### src/rtl/infix_expression_evaluator_macros.svh
// assertion macros for the infix expression evaluator
`ifndef INFIX_EXPRESSION_EVALUATOR_MACROS_SVH
`define INFIX_EXPRESSION_EVALUATOR_MACROS_SVH
`ifndef SYNTH
`define IEE_ASSERT_IMP(lbl, clk, rst, ante, cons, msg) \
   lbl: assert property (@(posedge clk) disable iff (rst) (ante) |-> (cons)) \
      else $error(msg);
`define IEE_ASSERT_NXT(lbl, clk, rst, ante, cons, msg) \
   lbl: assert property (@(posedge clk) disable iff (rst) (ante) |=> (cons)) \
      else $error(msg);
`else
`define IEE_ASSERT_IMP(lbl, clk, rst, ante, cons, msg)
`define IEE_ASSERT_NXT(lbl, clk, rst, ante, cons, msg)
`endif
`endif

### src/rtl/iee_pkg.sv
// shared types, constants and helpers of the infix expression evaluator
`timescale 1ns / 1ps
package iee_pkg;

   localparam int STACK_DEPTH     = 32;
   localparam int FRAC_BITS       = 32;
   localparam int MAX_FRAC_DIGITS = 9;

   localparam int IDX_W = $clog2(STACK_DEPTH);
   localparam int CNT_W = $clog2(STACK_DEPTH + 1);

   function automatic longint unsigned pow10(input int n);
      longint unsigned p;
      p = 1;
      for (int k = 0; k < n; k++) p = p * 10;
      return p;
   endfunction

   localparam int FR_W   = $clog2(pow10(MAX_FRAC_DIGITS) + 1);
   localparam int FDC_W  = $clog2(MAX_FRAC_DIGITS + 1);
   localparam int FCNT_W = $clog2(FRAC_BITS);

   localparam logic [63:0] POS_MAX = 64'h7FFF_FFFF_FFFF_FFFF;
   localparam logic [63:0] NEG_MIN = 64'h8000_0000_0000_0000;
   localparam logic [63:0] INT_MAX = (64'd1 << (63 - FRAC_BITS)) - 64'd1;

   localparam logic [7:0] CH_PLUS  = 8'h2B;
   localparam logic [7:0] CH_MINUS = 8'h2D;
   localparam logic [7:0] CH_STAR  = 8'h2A;
   localparam logic [7:0] CH_SLASH = 8'h2F;
   localparam logic [7:0] CH_LPAR  = 8'h28;
   localparam logic [7:0] CH_RPAR  = 8'h29;
   localparam logic [7:0] CH_DOT   = 8'h2E;
   localparam logic [7:0] CH_ZERO  = 8'h30;
   localparam logic [7:0] CH_NINE  = 8'h39;
   localparam logic [7:0] CH_SPACE = 8'h20;
   localparam logic [7:0] CH_TAB   = 8'h09;
   localparam logic [7:0] CH_CR    = 8'h0D;

   typedef enum logic [2:0] {
      OPC_NONE = 3'd0,
      OPC_ADD  = 3'd1,
      OPC_SUB  = 3'd2,
      OPC_MUL  = 3'd3,
      OPC_DIV  = 3'd4,
      OPC_LPAR = 3'd5
   } opc_type;

   typedef enum logic [2:0] {
      ST_OK           = 3'd0,
      ST_INVALID_CHAR = 3'd1,
      ST_PARENS       = 3'd2,
      ST_INVALID_EXPR = 3'd3,
      ST_DIV_ZERO     = 3'd4,
      ST_STACK_FULL   = 3'd5
   } status_type;

   typedef enum logic [3:0] {
      S_IDLE,
      S_DISPATCH,
      S_FIN,
      S_CHAR,
      S_RPAR,
      S_OPLOOP,
      S_FLUSH,
      S_AP_B,
      S_AP_A,
      S_EXEC,
      S_WAIT,
      S_RESULT
   } state_type;

   typedef struct packed {
      logic load_item;
      logic do_digit;
      logic do_dot;
      logic fin_start;
      logic push_lpar;
      logic push_cur;
      logic pop_op;
      logic pop_discard;
      logic set_perr_char;
      logic set_perr_paren;
      logic set_eval_expr;
      logic take_b;
      logic take_a;
      logic exec_start;
      logic final_check;
      logic emit;
   } cmd_type;

   typedef struct packed {
      logic is_end;
      logic halted;
      logic is_digit;
      logic is_dot;
      logic is_ws;
      logic is_lpar;
      logic is_rpar;
      logic is_opchar;
      logic phase_active;
      logic op_empty;
      logic top_is_lpar;
      logic prio_ge;
      logic val_lt2;
      logic exec_long;
      logic md_done;
      logic fin_done;
      logic out_busy;
   } sts_type;

   function automatic logic [1:0] prio(input opc_type op);
      logic [1:0] p;
      p = 2'd0;
      if (op == OPC_ADD || op == OPC_SUB) p = 2'd1;
      if (op == OPC_MUL || op == OPC_DIV) p = 2'd2;
      return p;
   endfunction

endpackage

### src/rtl/infix_expression_evaluator.sv
// Streaming infix expression evaluator.
// Input channel (req_): one ASCII character per transfer, or an end marker
// that closes the expression. Result channel (rsp_): one transfer per end
// marker carrying a signed Q32.32 value, a status code and an overflow flag.
// The input stalls while an item is worked on. A digit, or a dot inside a
// number, is captured and then decoded; whitespace, '(' and an invalid
// character then pass the character step, ')' and an operator after that
// unwind the operators they apply. Closing a number adds a 32-step fraction
// conversion. Every operator that leaves the operator stack takes operand b,
// then a, then executes: add, subtract or a divide by zero directly, a multiply
// by shift-add (one bit a cycle), a divide by restoring division (one quotient
// bit a cycle); one that finds too few operands is dropped. Once the last
// operator is applied and the stack is empty, the result step loads the
// result register, which drives rsp_valid, when no earlier result is waiting.
// The result register holds while rsp_stall is high; the next expression is
// taken in meanwhile, and only a second result waits for the first transfer.
// Synchronous reset empties both stacks, clears all flags and drops rsp_valid.
// After each result the block returns to that same empty state.
`timescale 1ns / 1ps
`include "infix_expression_evaluator_macros.svh"
module infix_expression_evaluator (
   input  logic               clock,
   input  logic               reset,
   input  logic               req_valid,
   output logic               req_stall,
   input  logic [7:0]         req_character,
   input  logic               req_end_marker,
   output logic               rsp_valid,
   input  logic               rsp_stall,
   output logic signed [63:0] rsp_value,
   output logic [2:0]         rsp_status,
   output logic               rsp_overflow
);
   import iee_pkg::*;

   cmd_type cmd_w;
   sts_type sts_w;

   iee_ctrl u_ctrl (
      .clock     (clock),
      .reset     (reset),
      .req_valid (req_valid),
      .req_stall (req_stall),
      .sts       (sts_w),
      .cmd       (cmd_w)
   );

   iee_datapath u_datapath (
      .clock          (clock),
      .reset          (reset),
      .cmd            (cmd_w),
      .sts            (sts_w),
      .req_character  (req_character),
      .req_end_marker (req_end_marker),
      .rsp_valid      (rsp_valid),
      .rsp_stall      (rsp_stall),
      .rsp_value      (rsp_value),
      .rsp_status     (rsp_status),
      .rsp_overflow   (rsp_overflow)
   );

   `IEE_ASSERT_NXT(a_busy_after_accept, clock, reset, req_valid && !req_stall, req_stall, "input not stalled after transfer")
   `IEE_ASSERT_NXT(a_emit_shows, clock, reset, cmd_w.emit, rsp_valid, "result not presented after emit")
   `IEE_ASSERT_IMP(a_err_zero_value, clock, reset, rsp_valid && rsp_status != ST_OK, rsp_value == 64'sd0, "nonzero value with error status")

endmodule

### src/rtl/iee_muldiv.sv
// iterative saturating fixed point multiply and divide unit
`timescale 1ns / 1ps
module iee_muldiv (
   input  logic        clock,
   input  logic        reset,
   input  logic        start,
   input  logic        is_div,
   input  logic [63:0] opa,
   input  logic [63:0] opb,
   output logic        done,
   output logic [63:0] result,
   output logic        ovf
);
   import iee_pkg::*;

   logic         busy_ff, busy_in;
   logic         fin_ff, fin_in;
   logic         div_ff, div_in;
   logic         neg_ff, neg_in;
   logic         big_ff, big_in;
   logic [6:0]   cnt_ff, cnt_in;
   logic [63:0]  y_ff, y_in;
   logic [63:0]  hi_ff, hi_in;
   logic [63:0]  lo_ff, lo_in;
   logic [127:0] n_ff, n_in;

   logic [63:0]  mag_a, mag_b;
   logic [64:0]  msum, r2, rdiff;
   logic         ge, last;
   logic [127:0] prod;
   logic [63:0]  mag;
   logic         big;

   always_comb begin
      mag_a = opa[63] ? (64'd0 - opa) : opa;
      mag_b = opb[63] ? (64'd0 - opb) : opb;
      msum  = {1'b0, hi_ff} + (lo_ff[0] ? {1'b0, y_ff} : 65'd0);
      r2    = {hi_ff, n_ff[127]};
      rdiff = r2 - {1'b0, y_ff};
      ge    = r2 >= {1'b0, y_ff};
      last  = div_ff ? (cnt_ff == 7'd127) : (cnt_ff == 7'd63);

      busy_in = busy_ff;
      fin_in  = 1'b0;
      div_in  = div_ff;
      neg_in  = neg_ff;
      big_in  = big_ff;
      cnt_in  = cnt_ff;
      y_in    = y_ff;
      hi_in   = hi_ff;
      lo_in   = lo_ff;
      n_in    = n_ff;
      if (start) begin
         busy_in = 1'b1;
         div_in  = is_div;
         neg_in  = opa[63] ^ opb[63];
         big_in  = 1'b0;
         cnt_in  = 7'd0;
         y_in    = mag_b;
         hi_in   = 64'd0;
         lo_in   = is_div ? 64'd0 : mag_a;
         n_in    = {64'd0, mag_a} << FRAC_BITS;
      end else if (busy_ff) begin
         cnt_in = cnt_ff + 7'd1;
         if (div_ff) begin
            // restoring division, one quotient bit a cycle
            hi_in = ge ? rdiff[63:0] : r2[63:0];
            lo_in = {lo_ff[62:0], ge};
            n_in  = {n_ff[126:0], 1'b0};
            if (ge && !cnt_ff[6]) big_in = 1'b1;
         end else begin
            hi_in = msum[64:1];
            lo_in = {msum[0], lo_ff[63:1]};
         end
         if (last) begin
            busy_in = 1'b0;
            fin_in  = 1'b1;
         end
      end
   end

   always_comb begin
      prod   = {hi_ff, lo_ff};
      mag    = div_ff ? lo_ff : prod[FRAC_BITS+63:FRAC_BITS];
      big    = div_ff ? big_ff : (|prod[127:FRAC_BITS+64]);
      done   = fin_ff;
      ovf    = 1'b0;
      result = mag;
      if (neg_ff) begin
         if (big || mag > NEG_MIN) begin
            ovf    = 1'b1;
            result = NEG_MIN;
         end else begin
            result = 64'd0 - mag;
         end
      end else if (big || mag > POS_MAX) begin
         ovf    = 1'b1;
         result = POS_MAX;
      end
   end

   always_ff @(posedge clock) begin
      if (reset) begin
         busy_ff <= 1'b0;
         fin_ff  <= 1'b0;
      end else begin
         busy_ff <= busy_in;
         fin_ff  <= fin_in;
      end
      div_ff <= div_in;
      neg_ff <= neg_in;
      big_ff <= big_in;
      cnt_ff <= cnt_in;
      y_ff   <= y_in;
      hi_ff  <= hi_in;
      lo_ff  <= lo_in;
      n_ff   <= n_in;
   end

endmodule

### src/rtl/iee_datapath.sv
// datapath: stacks, number accumulators, error flags and result register
`timescale 1ns / 1ps
module iee_datapath (
   input  logic              clock,
   input  logic              reset,
   input  iee_pkg::cmd_type  cmd,
   output iee_pkg::sts_type  sts,
   input  logic [7:0]        req_character,
   input  logic              req_end_marker,
   output logic              rsp_valid,
   input  logic              rsp_stall,
   output logic signed [63:0] rsp_value,
   output logic [2:0]        rsp_status,
   output logic              rsp_overflow
);
   import iee_pkg::*;

   logic [7:0]         char_ff, char_in;
   logic               end_ff, end_in;
   opc_type            op_stack [STACK_DEPTH];
   logic [63:0]        val_stack [STACK_DEPTH];
   opc_type            top_op_ff;
   logic [63:0]        top_val_ff;
   logic [CNT_W-1:0]   oc_ff, oc_in;
   logic [CNT_W-1:0]   vc_ff, vc_in;
   logic [31:0]        int_ff, int_in;
   logic [FR_W-1:0]    frac_ff, frac_in;
   logic [FR_W-1:0]    p10_ff, p10_in;
   logic [FDC_W-1:0]   fdc_ff, fdc_in;
   logic [1:0]         phase_ff, phase_in;
   status_type         perr_ff, perr_in;
   status_type         eval_ff, eval_in;
   logic               ovf_ff, ovf_in;
   logic               cap_ff, cap_in;
   logic               nsat_ff, nsat_in;
   opc_type            op_ff, op_in;
   logic [63:0]        a_ff, a_in;
   logic [63:0]        b_ff, b_in;
   logic               fr_busy_ff, fr_busy_in;
   logic               fr_rdy_ff, fr_rdy_in;
   logic [FCNT_W-1:0]  fr_cnt_ff, fr_cnt_in;
   logic [FR_W-1:0]    fr_r_ff, fr_r_in;
   logic [FRAC_BITS-1:0] fr_q_ff, fr_q_in;
   logic               rsp_valid_ff, rsp_valid_in;
   logic [63:0]        rsp_value_ff, rsp_value_in;
   status_type         rsp_status_ff, rsp_status_in;
   logic               rsp_ovf_ff, rsp_ovf_in;

   logic [CNT_W-1:0]   oc_m1, vc_m1;
   logic [CNT_W-1:0]   oc_rd_addr, vc_rd_addr;
   opc_type            cur_op, op_wd;
   logic               op_we, val_we;
   logic               op_full, val_full;
   logic [3:0]         digit;
   logic [35:0]        int_next;
   logic [FR_W+3:0]    frac_next, p10_next;
   logic [FR_W:0]      fr_r2, fr_diff;
   logic               fr_ge, fr_rnd;
   logic [FRAC_BITS:0] fr_qr;
   logic [64:0]        fin_v;
   logic [64:0]        as_sum;
   logic               is_sub;
   logic               md_start, md_done, md_ovf;
   logic [63:0]        md_result;
   logic               push_en, push_ovf;
   logic [63:0]        push_val;
   status_type         out_status;

   iee_muldiv u_muldiv (
      .clock  (clock),
      .reset  (reset),
      .start  (md_start),
      .is_div (op_ff == OPC_DIV),
      .opa    (a_ff),
      .opb    (b_ff),
      .done   (md_done),
      .result (md_result),
      .ovf    (md_ovf)
   );

   always_comb begin
      oc_m1    = oc_ff - CNT_W'(1);
      vc_m1    = vc_ff - CNT_W'(1);
      op_full  = oc_ff == CNT_W'(STACK_DEPTH);
      val_full = vc_ff == CNT_W'(STACK_DEPTH);
      digit    = char_ff[3:0];
      case (char_ff)
         CH_PLUS:  cur_op = OPC_ADD;
         CH_MINUS: cur_op = OPC_SUB;
         CH_STAR:  cur_op = OPC_MUL;
         CH_SLASH: cur_op = OPC_DIV;
         default:  cur_op = OPC_NONE;
      endcase
      int_next  = {1'b0, int_ff, 3'b000} + {3'b000, int_ff, 1'b0} + {32'd0, digit};
      frac_next = {1'b0, frac_ff, 3'b000} + {3'b000, frac_ff, 1'b0} + (FR_W+4)'(digit);
      p10_next  = {1'b0, p10_ff, 3'b000} + {3'b000, p10_ff, 1'b0};

      // fraction to binary: long division by ten to the digit count
      fr_r2   = {fr_r_ff, 1'b0};
      fr_diff = fr_r2 - {1'b0, p10_ff};
      fr_ge   = fr_r2 >= {1'b0, p10_ff};
      fr_rnd  = fr_ge;
      fr_qr   = {1'b0, fr_q_ff} + (FRAC_BITS+1)'(fr_rnd);
      fin_v   = (65'(int_ff) << FRAC_BITS) + 65'(fr_qr);

      is_sub = op_ff == OPC_SUB;
      as_sum = is_sub ? ({a_ff[63], a_ff} - {b_ff[63], b_ff})
                      : ({a_ff[63], a_ff} + {b_ff[63], b_ff});

      sts.is_end       = end_ff;
      sts.halted       = cap_ff || (perr_ff != ST_OK);
      sts.is_digit     = char_ff >= CH_ZERO && char_ff <= CH_NINE;
      sts.is_dot       = char_ff == CH_DOT;
      sts.is_ws        = char_ff == CH_SPACE || (char_ff >= CH_TAB && char_ff <= CH_CR);
      sts.is_lpar      = char_ff == CH_LPAR;
      sts.is_rpar      = char_ff == CH_RPAR;
      sts.is_opchar    = cur_op != OPC_NONE;
      sts.phase_active = phase_ff != 2'd0;
      sts.op_empty     = oc_ff == '0;
      sts.top_is_lpar  = top_op_ff == OPC_LPAR;
      sts.prio_ge      = prio(top_op_ff) >= prio(cur_op);
      sts.val_lt2      = vc_ff < CNT_W'(2);
      sts.exec_long    = op_ff == OPC_MUL || (op_ff == OPC_DIV && b_ff != 64'd0);
      sts.md_done      = md_done;
      sts.fin_done     = fr_rdy_ff;
      sts.out_busy     = rsp_valid_ff && rsp_stall;

      md_start = cmd.exec_start && sts.exec_long;

      if (cap_ff) out_status = ST_STACK_FULL;
      else if (perr_ff != ST_OK) out_status = perr_ff;
      else out_status = eval_ff;
   end

   always_comb begin
      char_in    = char_ff;
      end_in     = end_ff;
      oc_in      = oc_ff;
      vc_in      = vc_ff;
      int_in     = int_ff;
      frac_in    = frac_ff;
      p10_in     = p10_ff;
      fdc_in     = fdc_ff;
      phase_in   = phase_ff;
      perr_in    = perr_ff;
      eval_in    = eval_ff;
      ovf_in     = ovf_ff;
      cap_in     = cap_ff;
      nsat_in    = nsat_ff;
      op_in      = op_ff;
      a_in       = a_ff;
      b_in       = b_ff;
      fr_busy_in = fr_busy_ff;
      fr_rdy_in  = 1'b0;
      fr_cnt_in  = fr_cnt_ff;
      fr_r_in    = fr_r_ff;
      fr_q_in    = fr_q_ff;
      push_en    = 1'b0;
      push_val   = 64'd0;
      push_ovf   = 1'b0;
      rsp_valid_in  = rsp_valid_ff && rsp_stall;
      rsp_value_in  = rsp_value_ff;
      rsp_status_in = rsp_status_ff;
      rsp_ovf_in    = rsp_ovf_ff;

      if (cmd.load_item) begin
         char_in = req_character;
         end_in  = req_end_marker;
      end

      if (cmd.do_digit) begin
         unique case (phase_ff)
            2'd0: begin
               phase_in = 2'd1;
               int_in   = {28'd0, digit};
            end
            2'd1: begin
               if (int_next > 36'h0_FFFF_FFFF) begin
                  int_in  = 32'hFFFF_FFFF;
                  nsat_in = 1'b1;
               end else begin
                  int_in = int_next[31:0];
               end
            end
            2'd2: begin
               if (fdc_ff < FDC_W'(MAX_FRAC_DIGITS)) begin
                  frac_in = frac_next[FR_W-1:0];
                  p10_in  = p10_next[FR_W-1:0];
                  fdc_in  = fdc_ff + FDC_W'(1);
               end
            end
            default: begin
            end
         endcase
      end

      if (cmd.do_dot && phase_ff != 2'd3) phase_in = phase_ff + 2'd1;

      if (cmd.fin_start) begin
         fr_busy_in = 1'b1;
         fr_cnt_in  = '0;
         fr_r_in    = frac_ff;
         fr_q_in    = '0;
      end else if (fr_busy_ff) begin
         fr_r_in   = fr_ge ? fr_diff[FR_W-1:0] : fr_r2[FR_W-1:0];
         fr_q_in   = {fr_q_ff[FRAC_BITS-2:0], fr_ge};
         fr_cnt_in = fr_cnt_ff + FCNT_W'(1);
         if (fr_cnt_ff == FCNT_W'(FRAC_BITS - 1)) begin
            fr_busy_in = 1'b0;
            fr_rdy_in  = 1'b1;
         end
      end

      if (fr_rdy_ff) begin
         push_en = 1'b1;
         if (nsat_ff || 64'(int_ff) > INT_MAX || fin_v > {1'b0, POS_MAX}) begin
            push_val = POS_MAX;
            push_ovf = 1'b1;
         end else begin
            push_val = fin_v[63:0];
         end
         int_in   = 32'd0;
         frac_in  = '0;
         p10_in   = FR_W'(1);
         fdc_in   = '0;
         phase_in = 2'd0;
         nsat_in  = 1'b0;
      end

      if (cmd.push_lpar || cmd.push_cur) begin
         if (op_full) cap_in = 1'b1;
         else oc_in = oc_ff + CNT_W'(1);
      end
      if (cmd.pop_op) begin
         op_in = top_op_ff;
         oc_in = oc_m1;
      end
      if (cmd.pop_discard) oc_in = oc_m1;

      if (cmd.set_perr_char && perr_ff == ST_OK) perr_in = ST_INVALID_CHAR;
      if (cmd.set_perr_paren && perr_ff == ST_OK) perr_in = ST_PARENS;
      if (cmd.set_eval_expr && eval_ff == ST_OK) eval_in = ST_INVALID_EXPR;
      if (cmd.final_check && perr_ff == ST_OK && vc_ff != CNT_W'(1) && eval_ff == ST_OK)
         eval_in = ST_INVALID_EXPR;

      if (cmd.take_b) begin
         b_in  = top_val_ff;
         vc_in = vc_m1;
      end
      if (cmd.take_a) begin
         a_in  = top_val_ff;
         vc_in = vc_m1;
      end

      if (cmd.exec_start && !sts.exec_long) begin
         push_en = 1'b1;
         if (op_ff == OPC_DIV) begin
            push_val = 64'd0;
            if (eval_ff == ST_OK) eval_in = ST_DIV_ZERO;
         end else if (as_sum[64] != as_sum[63]) begin
            push_val = as_sum[64] ? NEG_MIN : POS_MAX;
            push_ovf = 1'b1;
         end else begin
            push_val = as_sum[63:0];
         end
      end
      if (md_done) begin
         push_en  = 1'b1;
         push_val = md_result;
         push_ovf = md_ovf;
      end

      if (push_en) begin
         if (push_ovf) ovf_in = 1'b1;
         if (val_full) cap_in = 1'b1;
         else vc_in = vc_ff + CNT_W'(1);
      end

      if (cmd.emit) begin
         rsp_valid_in  = 1'b1;
         rsp_status_in = out_status;
         rsp_value_in  = (out_status == ST_OK && vc_ff != '0) ? top_val_ff : 64'd0;
         rsp_ovf_in    = ovf_ff;
         oc_in    = '0;
         vc_in    = '0;
         int_in   = 32'd0;
         frac_in  = '0;
         p10_in   = FR_W'(1);
         fdc_in   = '0;
         phase_in = 2'd0;
         perr_in  = ST_OK;
         eval_in  = ST_OK;
         ovf_in   = 1'b0;
         cap_in   = 1'b0;
         nsat_in  = 1'b0;
      end

      // stack writes and the address of the next top entry
      op_we      = (cmd.push_lpar || cmd.push_cur) && !op_full;
      op_wd      = cmd.push_lpar ? OPC_LPAR : cur_op;
      val_we     = push_en && !val_full;
      oc_rd_addr = oc_in - CNT_W'(1);
      vc_rd_addr = vc_in - CNT_W'(1);
   end

   // the top registers follow the entry below the next count; a push is its own top
   always_ff @(posedge clock) begin
      if (op_we) begin
         op_stack[oc_ff[IDX_W-1:0]] <= op_wd;
         top_op_ff <= op_wd;
      end else begin
         top_op_ff <= op_stack[oc_rd_addr[IDX_W-1:0]];
      end
      if (val_we) begin
         val_stack[vc_ff[IDX_W-1:0]] <= push_val;
         top_val_ff <= push_val;
      end else begin
         top_val_ff <= val_stack[vc_rd_addr[IDX_W-1:0]];
      end
   end

   always_ff @(posedge clock) begin
      if (reset) begin
         oc_ff        <= '0;
         vc_ff        <= '0;
         int_ff       <= 32'd0;
         frac_ff      <= '0;
         p10_ff       <= FR_W'(1);
         fdc_ff       <= '0;
         phase_ff     <= 2'd0;
         perr_ff      <= ST_OK;
         eval_ff      <= ST_OK;
         ovf_ff       <= 1'b0;
         cap_ff       <= 1'b0;
         nsat_ff      <= 1'b0;
         fr_busy_ff   <= 1'b0;
         fr_rdy_ff    <= 1'b0;
         rsp_valid_ff <= 1'b0;
      end else begin
         oc_ff        <= oc_in;
         vc_ff        <= vc_in;
         int_ff       <= int_in;
         frac_ff      <= frac_in;
         p10_ff       <= p10_in;
         fdc_ff       <= fdc_in;
         phase_ff     <= phase_in;
         perr_ff      <= perr_in;
         eval_ff      <= eval_in;
         ovf_ff       <= ovf_in;
         cap_ff       <= cap_in;
         nsat_ff      <= nsat_in;
         fr_busy_ff   <= fr_busy_in;
         fr_rdy_ff    <= fr_rdy_in;
         rsp_valid_ff <= rsp_valid_in;
      end
      char_ff       <= char_in;
      end_ff        <= end_in;
      op_ff         <= op_in;
      a_ff          <= a_in;
      b_ff          <= b_in;
      fr_cnt_ff     <= fr_cnt_in;
      fr_r_ff       <= fr_r_in;
      fr_q_ff       <= fr_q_in;
      rsp_value_ff  <= rsp_value_in;
      rsp_status_ff <= rsp_status_in;
      rsp_ovf_ff    <= rsp_ovf_in;
   end

   assign rsp_valid    = rsp_valid_ff;
   assign rsp_value    = rsp_value_ff;
   assign rsp_status   = rsp_status_ff;
   assign rsp_overflow = rsp_ovf_ff;

endmodule

### src/rtl/iee_ctrl.sv
// controller: sequences parsing, operator stack unwinding and result transfer
`timescale 1ns / 1ps
module iee_ctrl (
   input  logic              clock,
   input  logic              reset,
   input  logic              req_valid,
   output logic              req_stall,
   input  iee_pkg::sts_type  sts,
   output iee_pkg::cmd_type  cmd
);
   import iee_pkg::*;

   state_type state_ff, state_in;
   state_type ret_ff, ret_in;

   always_comb begin
      state_in = state_ff;
      ret_in   = ret_ff;
      unique case (state_ff)
         S_IDLE: if (req_valid) state_in = S_DISPATCH;
         S_DISPATCH: begin
            if (sts.is_end) begin
               if (sts.halted) state_in = S_RESULT;
               else if (sts.phase_active) state_in = S_FIN;
               else state_in = S_FLUSH;
            end else if (sts.halted || sts.is_digit
                         || (sts.is_dot && sts.phase_active)) begin
               state_in = S_IDLE;
            end else if (sts.phase_active) begin
               state_in = S_FIN;
            end else begin
               state_in = S_CHAR;
            end
         end
         S_FIN: if (sts.fin_done) state_in = sts.is_end ? S_FLUSH : S_CHAR;
         S_CHAR: begin
            if (sts.is_rpar) state_in = S_RPAR;
            else if (sts.is_opchar) state_in = S_OPLOOP;
            else state_in = S_IDLE;
         end
         S_RPAR: begin
            if (!sts.op_empty && !sts.top_is_lpar) begin
               state_in = S_AP_B;
               ret_in   = S_RPAR;
            end else begin
               state_in = S_IDLE;
            end
         end
         S_OPLOOP: begin
            if (!sts.op_empty && sts.prio_ge) begin
               state_in = S_AP_B;
               ret_in   = S_OPLOOP;
            end else begin
               state_in = S_IDLE;
            end
         end
         S_FLUSH: begin
            if (sts.op_empty || sts.top_is_lpar) begin
               state_in = S_RESULT;
            end else begin
               state_in = S_AP_B;
               ret_in   = S_FLUSH;
            end
         end
         S_AP_B: state_in = sts.val_lt2 ? ret_ff : S_AP_A;
         S_AP_A: state_in = S_EXEC;
         S_EXEC: state_in = sts.exec_long ? S_WAIT : ret_ff;
         S_WAIT: if (sts.md_done) state_in = ret_ff;
         S_RESULT: if (!sts.out_busy) state_in = S_IDLE;
         default: state_in = S_IDLE;
      endcase
   end

   always_comb begin
      cmd       = '0;
      req_stall = state_ff != S_IDLE;
      unique case (state_ff)
         S_IDLE: cmd.load_item = req_valid;
         S_DISPATCH: begin
            if (sts.is_end) begin
               cmd.fin_start = !sts.halted && sts.phase_active;
            end else if (!sts.halted) begin
               if (sts.is_digit) cmd.do_digit = 1'b1;
               else if (sts.is_dot && sts.phase_active) cmd.do_dot = 1'b1;
               else cmd.fin_start = sts.phase_active;
            end
         end
         S_CHAR: begin
            if (sts.is_lpar) cmd.push_lpar = 1'b1;
            else if (!sts.is_ws && !sts.is_rpar && !sts.is_opchar) cmd.set_perr_char = 1'b1;
         end
         S_RPAR: begin
            if (sts.op_empty) cmd.set_perr_paren = 1'b1;
            else if (sts.top_is_lpar) cmd.pop_discard = 1'b1;
            else cmd.pop_op = 1'b1;
         end
         S_OPLOOP: begin
            if (!sts.op_empty && sts.prio_ge) cmd.pop_op = 1'b1;
            else cmd.push_cur = 1'b1;
         end
         S_FLUSH: begin
            if (sts.op_empty) cmd.final_check = 1'b1;
            else if (sts.top_is_lpar) cmd.set_perr_paren = 1'b1;
            else cmd.pop_op = 1'b1;
         end
         S_AP_B: begin
            if (sts.val_lt2) cmd.set_eval_expr = 1'b1;
            else cmd.take_b = 1'b1;
         end
         S_AP_A: cmd.take_a = 1'b1;
         S_EXEC: cmd.exec_start = 1'b1;
         S_RESULT: cmd.emit = !sts.out_busy;
         default: begin
         end
      endcase
   end

   always_ff @(posedge clock) begin
      if (reset) begin
         state_ff <= S_IDLE;
         ret_ff   <= S_IDLE;
      end else begin
         state_ff <= state_in;
         ret_ff   <= ret_in;
      end
   end

endmodule

### config.mk
export PLATFORM = sky130hd
export DESIGN_NAME = infix_expression_evaluator
export DESIGN_NICKNAME = d
export VERILOG_FILES = /design/src/rtl/iee_pkg.sv /design/src/rtl/infix_expression_evaluator.sv /design/src/rtl/iee_muldiv.sv /design/src/rtl/iee_datapath.sv /design/src/rtl/iee_ctrl.sv
export VERILOG_INCLUDE_DIRS = /design/src /design/src/rtl
export SDC_FILE = /design/constraint.sdc
export NUM_CORES = 2
export LEC_CHECK = 0
export BUFFER_PORTS_ARGS = -buffer_cell sky130_fd_sc_hd__buf_4
export CAP_MARGIN = 20
export CORE_ASPECT_RATIO = 0.6
export CORE_UTILIZATION = 64
export DETAILED_ROUTE_END_ITERATION = 8
export PLACE_DENSITY = 0.84
export SYNTH_ARGS = -nofsm -noshare
export SYNTH_HDL_FRONTEND = slang
export SYNTH_HIERARCHICAL = 1
export SYNTH_SLANG_ARGS = --single-unit
### constraint.sdc
create_clock -name clock -period 13.12 [get_ports clock]
set_clock_uncertainty 0.1 [all_clocks]
set_input_delay 0 -clock clock [delete_from_list [all_inputs] [get_ports clock]]
set_output_delay 0 -clock clock [all_outputs]
set_load 0.01 [all_outputs]
[Yosys cells after proc, flatten, opt, wreduce, memory -nomap -nowiden]
Memory sizes are Yosys's and may differ from the RTL's. A register that Yosys moved wholly into a read port is not among the register bits.
Cells that the tools add are included.
Storage, ports and cells
  bits in registers: 768
  RAM bits: 2144
  output and inout port bits: 70
  logic and storage cells: 363
  memories: 2
Memory list
  u_datapath.val_stack: depth 32, bits a word 64, read ports 1, clocked after memory_dff 0, write ports 1, line iee_datapath.sv:21  | logic [63:0] val_stack [STACK_DEPTH];
  u_datapath.op_stack: depth 32, bits a word 3, read ports 1, clocked after memory_dff 1, write ports 1, line iee_datapath.sv:20  | opc_type op_stack [STACK_DEPTH];
Cells by class
  add/sub/neg operators: 25
  magnitude comparators: 14
  equality and inequality tests: 48
  mux-type cells: 144
  bitwise logic cells: 3
  reductions and logical operators: 85
Operators by type and width (number)
  $mux W64: 20
  $mux W96: 3
  $sub A1 B64 Y64 const A: 3
  $add A64 B64 Y65: 2
  $mux W30: 3
  $add A64 B33 Y65: 1
  $ge A65 B64 Y1: 1
  $gt A65 B63 Y1 const B: 1
  $mux W65: 1
  $sub A64 B64 Y65: 1
  $eq A8 B6 Y1 const B: 8
  $gt A64 B63 Y1 const B: 1
  $gt A64 B64 Y1 const B: 1
  $pmux W32 S2: 1
  $reduce_bool A64 Y1: 1
  $sub A64 B64 Y64: 1
  $mux W63: 1
  $add A30 B30 Y30: 2
  $mux W6: 10
  $mux W1: 59
  $mux W4: 14
  $pmux W4 S12: 1
  $mux W3: 15
  $add A35 B33 Y36: 1
  63 further kinds: 167

[Depth between registers and ports, before layout]
  depth in word-level cells: 16
  mapped depth: 29

[Cells and area by module]
Netlist, hierarchy kept.
Modules (own cells, without submodules)
  iee_datapath: instances 1, cells each 7013, area each 113836.7 um^2, seq. area each 76032.9 um^2
  iee_muldiv: instances 1, cells each 3208, area each 25784.7 um^2, seq. area each 7947.6 um^2
  iee_ctrl: instances 1, cells each 105, area each 755.7 um^2, seq. area each 140.1 um^2

[Least setup slack after synthesis]
Ideal clock, no wire load.
  path type: register to register
  start point: reg u_datapath.vc_ff[3]
  end point: reg u_datapath.top_val_ff[0]
  setup time: 116 ps
  data arrival time: 9743 ps
  path slack: 3161 ps
  stages on the path, launching flop included: 25
  clock period less this slack: 9959 ps
  cells stage by stage: dfxtp_1 -> clkbuf_1 -> or3_1 -> clkbuf_1 -> nor3_1 -> nor3_1 -> or2_2 -> nor4_1 -> nor3_2 -> buf_6 -> buf_6 -> buf_2 -> buf_4 -> buf_4 -> inv_1 -> ha_1 -> clkbuf_1 -> clkbuf_1 -> clkbuf_1 -> clkbuf_1 -> clkbuf_1 -> mux4_2 -> nand2_1 -> nand3_1 -> o211a_1
RTL lines
  start, declared: line iee_datapath.sv:25  | logic [CNT_W-1:0] vc_ff, vc_in;
  start signal, assigned: line iee_datapath.sv:341  | vc_ff <= vc_in;
  end signal, assigned: line iee_datapath.sv:316  | top_val_ff <= push_val;
  end signal, assigned: line iee_datapath.sv:318  | top_val_ff <= val_stack[vc_rd_addr[IDX_W-1:0]];
  end, declared: line iee_datapath.sv:23  | logic [63:0] top_val_ff;

[Worst setup path in the final report]
  start point: reg u_datapath.b_ff[11]
  end point: reg u_datapath.top_val_ff[10]
Between the ends
  elaborated cells on any way between the ends: 22
  classes of those cells: add/sub: 3; eq/ne: 1; mux: 11; reduce/logical: 6; memory: 1
RTL lines
  start, declared: line iee_datapath.sv:38  | logic [63:0] b_ff, b_in;
  start signal, assigned: line iee_datapath.sv:360  | b_ff <= b_in;
  $add A64 B64 Y65, or another cell as far along: line iee_datapath.sv:108  | : ({a_ff[63], a_ff} + {b_ff[63], b_ff});
  $mux W65 or $logic_and A1 B1 Y1 (tied branches): line iee_datapath.sv:107, iee_datapath.sv:123
  $mux W64, or another cell as far along: line iee_datapath.sv:261  | push_val = as_sum[64] ? NEG_MIN : POS_MAX;
  $mux W64 or $logic_not A1 Y1 (tied branches): line iee_datapath.sv:260, iee_datapath.sv:255
  $mux W64 or $logic_and A1 B1 Y1 (tied branches): line iee_datapath.sv:257, iee_datapath.sv:255
  $mux W64 *: line iee_datapath.sv:255  | if (cmd.exec_start && !sts.exec_long) begin
  $mux W64 *: line iee_datapath.sv:267  | if (md_done) begin
  via u_datapath.push_val[10]: line iee_datapath.sv:66  | logic [63:0] push_val;
  $mux W64 *: line iee_datapath.sv:314  | if (val_we) begin
Mark *: on every way through the listed nets, which the timed path passes. The rest lies on a longest branch.
A chain may end at the register's enable or synchronous reset.

==> out/metrics.yaml <==
run_status:
  outcome: "finished, final reports clean"
setup_path:
  path_buf_inv: 2
  cp.required_ps: 13820
  cp-end-kind: "register"
  cp_slowest_stage_delay_ps: 1060
  r2r-start: "u_datapath/b_ff[11]$_DFFE_PP_"
  r2r_setup_slack_ps: 2770
  crit_start: "u_datapath/b_ff[11]$_DFFE_PP_"
  cp_common_cell: "or3_1"
  crit_fanout: 33
  cp_num_cells: 25
  rr_worst_depth: 25
  critical_path_class: "register to register"
  cp-start-kind: "register"
  critPathCapture: "u_datapath/top_val_ff[10]$_DFF_P_"
  cp_top_family: "simple AND/OR/NAND/NOR gates"
  arrival_ps: 11050
  cp_slowest_cell: "o32a_1"
  timing.rr.end: "u_datapath/top_val_ff[10]$_DFF_P_"
placed_design:
  pre_cts_ws_ps: 3348
  dp.cells: 12940
  io_buffers: 82
  hpwl_um: 297400
  place_congestion: 1.075
  placed_cell_area_um2: 144400
global_route:
  antenna_found_initial: 35
  overflow: 0
  grt_pass1_vias: 93960
  grt_first_pass_wirelength_um: 665600
  track_usage: 0.4225
  grt_max_degree: 168
route:
  drt_iter0_drc: 19040
  routedWlPerCell_um: 35.31
  routed_via_density: 7.478
  wl_um: 476700
  ant_nets: 0
  drt_drc_violations_left: 0
  first_pass_iters: 9
  num_vias: 101000
clock_tree:
  clk_pin_slew_ps: 70
  cts_sinks: 2914
  cts.repair.resized: 0
  clk_path_buf_depth: 4
  cts_tree: "done"
  cts_setup_buffers: 0
  clk_latency_ps: 880
  numCtsBuffers: 269
  hold_buffers: 22
  ctsRootBufferMaster: "clkbuf_16"
  htreeDepth: 5
layout:
  post-route-cell-area_um2: 154100
  final_cells: 13500
  final_layout_size_suffix_gt1_frac: 0.1439
  final_nets: 10800
  syn2layout_area_growth_pct: 9.778
  num-fill-cells: 13660
floorplanning:
  die_h_um: 364.8
  die-area_um2: 221300
  num_rows: 132
  ios: 83
  start_util: 0.6473
  die_w_um: 606.6
  fp.coreArea_um2: 216900
synthesis:
  synth_edf_count: 2576
  synth_area_um2: 140400
  synth.avg_cell_area_um2: 13.59
  yosysWarnings: 6
  synth_top_cell_area_share: 0.5510
  yosysSeqAreaShare: 0.5992
  netlist_instances: 10330
  syn-num-nets: 10740
  ys_top_cells_by_area: "edfxtp_1, mux4_2, dfxtp_1, ha_1, a21oi_1"
  synth-seq-cells: 2914
  yosysUniqueCellTypes: 112
  synthFlopType: "edfxtp_1"
  async_flop_share: 0
  yosysTopAreaCell: "edfxtp_1"
timing:
  slew_headroom: 0.08660
  finalCritPeriodShare: 0.7888
  tightest_slew_ps: 1360
  hold_slack_ps: 70.11
  fin_ws_ps: 2771
  fmaxAchievable_mhz: 96.63
  setup_viol: 0
  fin_setup_tns_ps: 0
  finalCriticalPeriod_ps: 10350
  rsz0062_at_grt: "no"
  hold_violations: 0
  drv_slew: 0
run:
  timing.max_cap.violations: 0
pwr:
  p_leak_nw: 54.68
  peakVddDrop_uv: 137.5
  powerDensity_nw_per_um2: 142.5
worst_hold_path:
  hp-class: "primary input to register"
==> through the flow <==
stage                     power [mW]  utilization
final                          21.96       0.7106
after global routing           22.35       0.7103
after CTS                      21.80       0.7076
after detailed placement       13.77       0.6658
after global placement         13.67       0.6655
after floorplan                12.62            -
==> where the power goes <==
group / switching, mW / internal (mW)
Combinational: 1.93 / 1.23
Clock: 3.61 / 4.54
Sequential: 0.456 / 10.2
Total: 6.00 / 16.0
==> kinds of logic (layout without fill, tap and decap cells) <==
logic type,count (synthesis),count (layout),share of synthesized area
AO/OA/AOI/OAI,2309,2309,0.1059
XOR/XNOR,534,534,0.03375
adder cells (fa/ha/maj),402,402,0.03631
buffers and inverters,820,1083,0.02456
flip-flops,2914,2914,0.5992
multiplexers,892,892,0.1152
other,0,31,0
AND/OR/NAND/NOR,2455,2455,0.08507
==> cell type report <==
type | count | area (um2) | share of cell area
Clock inverter | 139 | 1579 | 0.01025
Clock buffer | 338 | 7252 | 0.04706
Antenna cell | 31 | 77.57 | 0.0005034
Timing Repair Buffer | 349 | 3171 | 0.02057
Inverter | 257 | 964.7 | 0.006260
Tap cell | 2881 | 3605 | 0.02339
Sequential cell | 2914 | 84130 | 0.5459
Multi-Input combinational cell | 6592 | 53330 | 0.3461
==> layer usage <==
metal  up-vias  wire, um  track usage
met1     49480    169700       0.5800
met3      1748     83990       0.1751
met4        48     26830       0.1921
met2      9458    195700       0.5882
li1      40230         -            -
met5         -       446     0.005383
==> layout by cell type (no fill, tap or decap), drive strengths merged, types with 41 or more instances in the layout <==
master / netlist / layout
edfxtp: 2576 / 2576
a21oi: 717 / 717
nand2: 693 / 693
nor2: 644 / 644
mux4: 573 / 573
o21ai: 436 / 436
ha: 393 / 393
clkbuf: 406 / 339
dfxtp: 338 / 338
buf: 157 / 326
xnor2: 296 / 296
inv: 257 / 266
mux2i: 264 / 264
xor2: 236 / 236
a21o: 183 / 183
a211oi: 173 / 173
nor3: 161 / 161
and2: 159 / 159
nand3: 159 / 159
nor2b: 131 / 131
nand4: 99 / 99
o22ai: 83 / 83
clkinv: 0 / 83
o31ai: 77 / 77
a31oi: 69 / 69
nand2b: 63 / 63
a22oi: 62 / 62
and3: 62 / 62
o21bai: 60 / 60
nor4: 60 / 60
or3: 59 / 59
o21a: 55 / 55
mux2: 55 / 55
o211ai: 47 / 47
a221o: 44 / 44
or2: 44 / 44
o311ai: 41 / 41
==> worst min path at each step <==
stage / from / end / slack (ps) / depth (start not counted)
2_1_floorplan: reset / u_ctrl/state_ff[0]$_SDFFE_PP0P_ / -30 / 1
3_3_place_gp: req_character[5] / u_datapath/char_ff[5]$_DFFE_PP_ / 80 / 1
3_5_place_dp: req_character[1] / u_datapath/char_ff[1]$_DFFE_PP_ / 80 / 1
4_1_cts: reset / u_ctrl/ret_ff[2]$_SDFFE_PP0P_ / 20 / 3
5_1_grt: reset / u_ctrl/ret_ff[2]$_SDFFE_PP0P_ / 40 / 3
6_report: reset / u_ctrl/ret_ff[2]$_SDFFE_PP0P_ / 70 / 3
==> sequential cells by signal, summed over array words and instances (netlist names), 4 cells and up <==
| register | count |
|---|---|
| u_datapath/u_muldiv/y_ff | 64 |
| u_datapath/fr_cnt_ff | 5 |
| u_datapath/int_ff | 32 |
| u_datapath/val_stack | 2048 |
| u_datapath/u_muldiv/cnt_ff | 7 |
| u_ctrl/state_ff | 4 |
| u_datapath/fr_q_ff | 32 |
| u_datapath/p10_ff | 30 |
| u_datapath/u_muldiv/n_ff | 96 |
| u_datapath/u_muldiv/lo_ff | 64 |
| u_datapath/b_ff | 64 |
| u_datapath/vc_ff | 6 |
| u_datapath/rsp_value | 64 |
| u_datapath/fr_r_ff | 30 |
| u_datapath/frac_ff | 30 |
| u_datapath/char_ff | 8 |
| u_datapath/top_val_ff | 64 |
| u_datapath/u_muldiv/hi_ff | 64 |
| u_datapath/fdc_ff | 4 |
| u_datapath/a_ff | 64 |
| u_datapath/oc_ff | 6 |
| u_datapath/op_stack | 96 |
==> cells in the mapped netlist, drive strengths merged (62+ instances only) <==
master and count:
edfxtp 2576, a21oi 717, nand2 693, nor2 644, mux4 573, o21ai 436
clkbuf 406, ha 393, dfxtp 338, xnor2 296, mux2i 264, inv 257
xor2 236, a21o 183, a211oi 173, nor3 161, and2 159, nand3 159
buf 157, nor2b 131, nand4 99, o22ai 83, o31ai 77, a31oi 69
nand2b 63, a22oi 62, and3 62
==> worst reg2reg max path, cell delays in order, from the launching register on <==
cell	delay (ps)
edfxtp_1	510
or4_1	640
or4_1	630
inv_1	130
nand3_1	160
or3_1	440
or3_1	420
or2_2	340
nor2_1	250
nand2_1	190
nor2_1	680
a21oi_1	190
xnor2_1	160
ha_1	500
nand4_1	220
nor3_1	450
nand2b_1	130
or3_1	330
o21ai_1	240
xor2_1	530
o2111a_1	360
a21oi_4	40
buf_4	270
o21ai_1	980
o32a_1	1060
a221o_1	340
(Power assumes the default switching activity.)
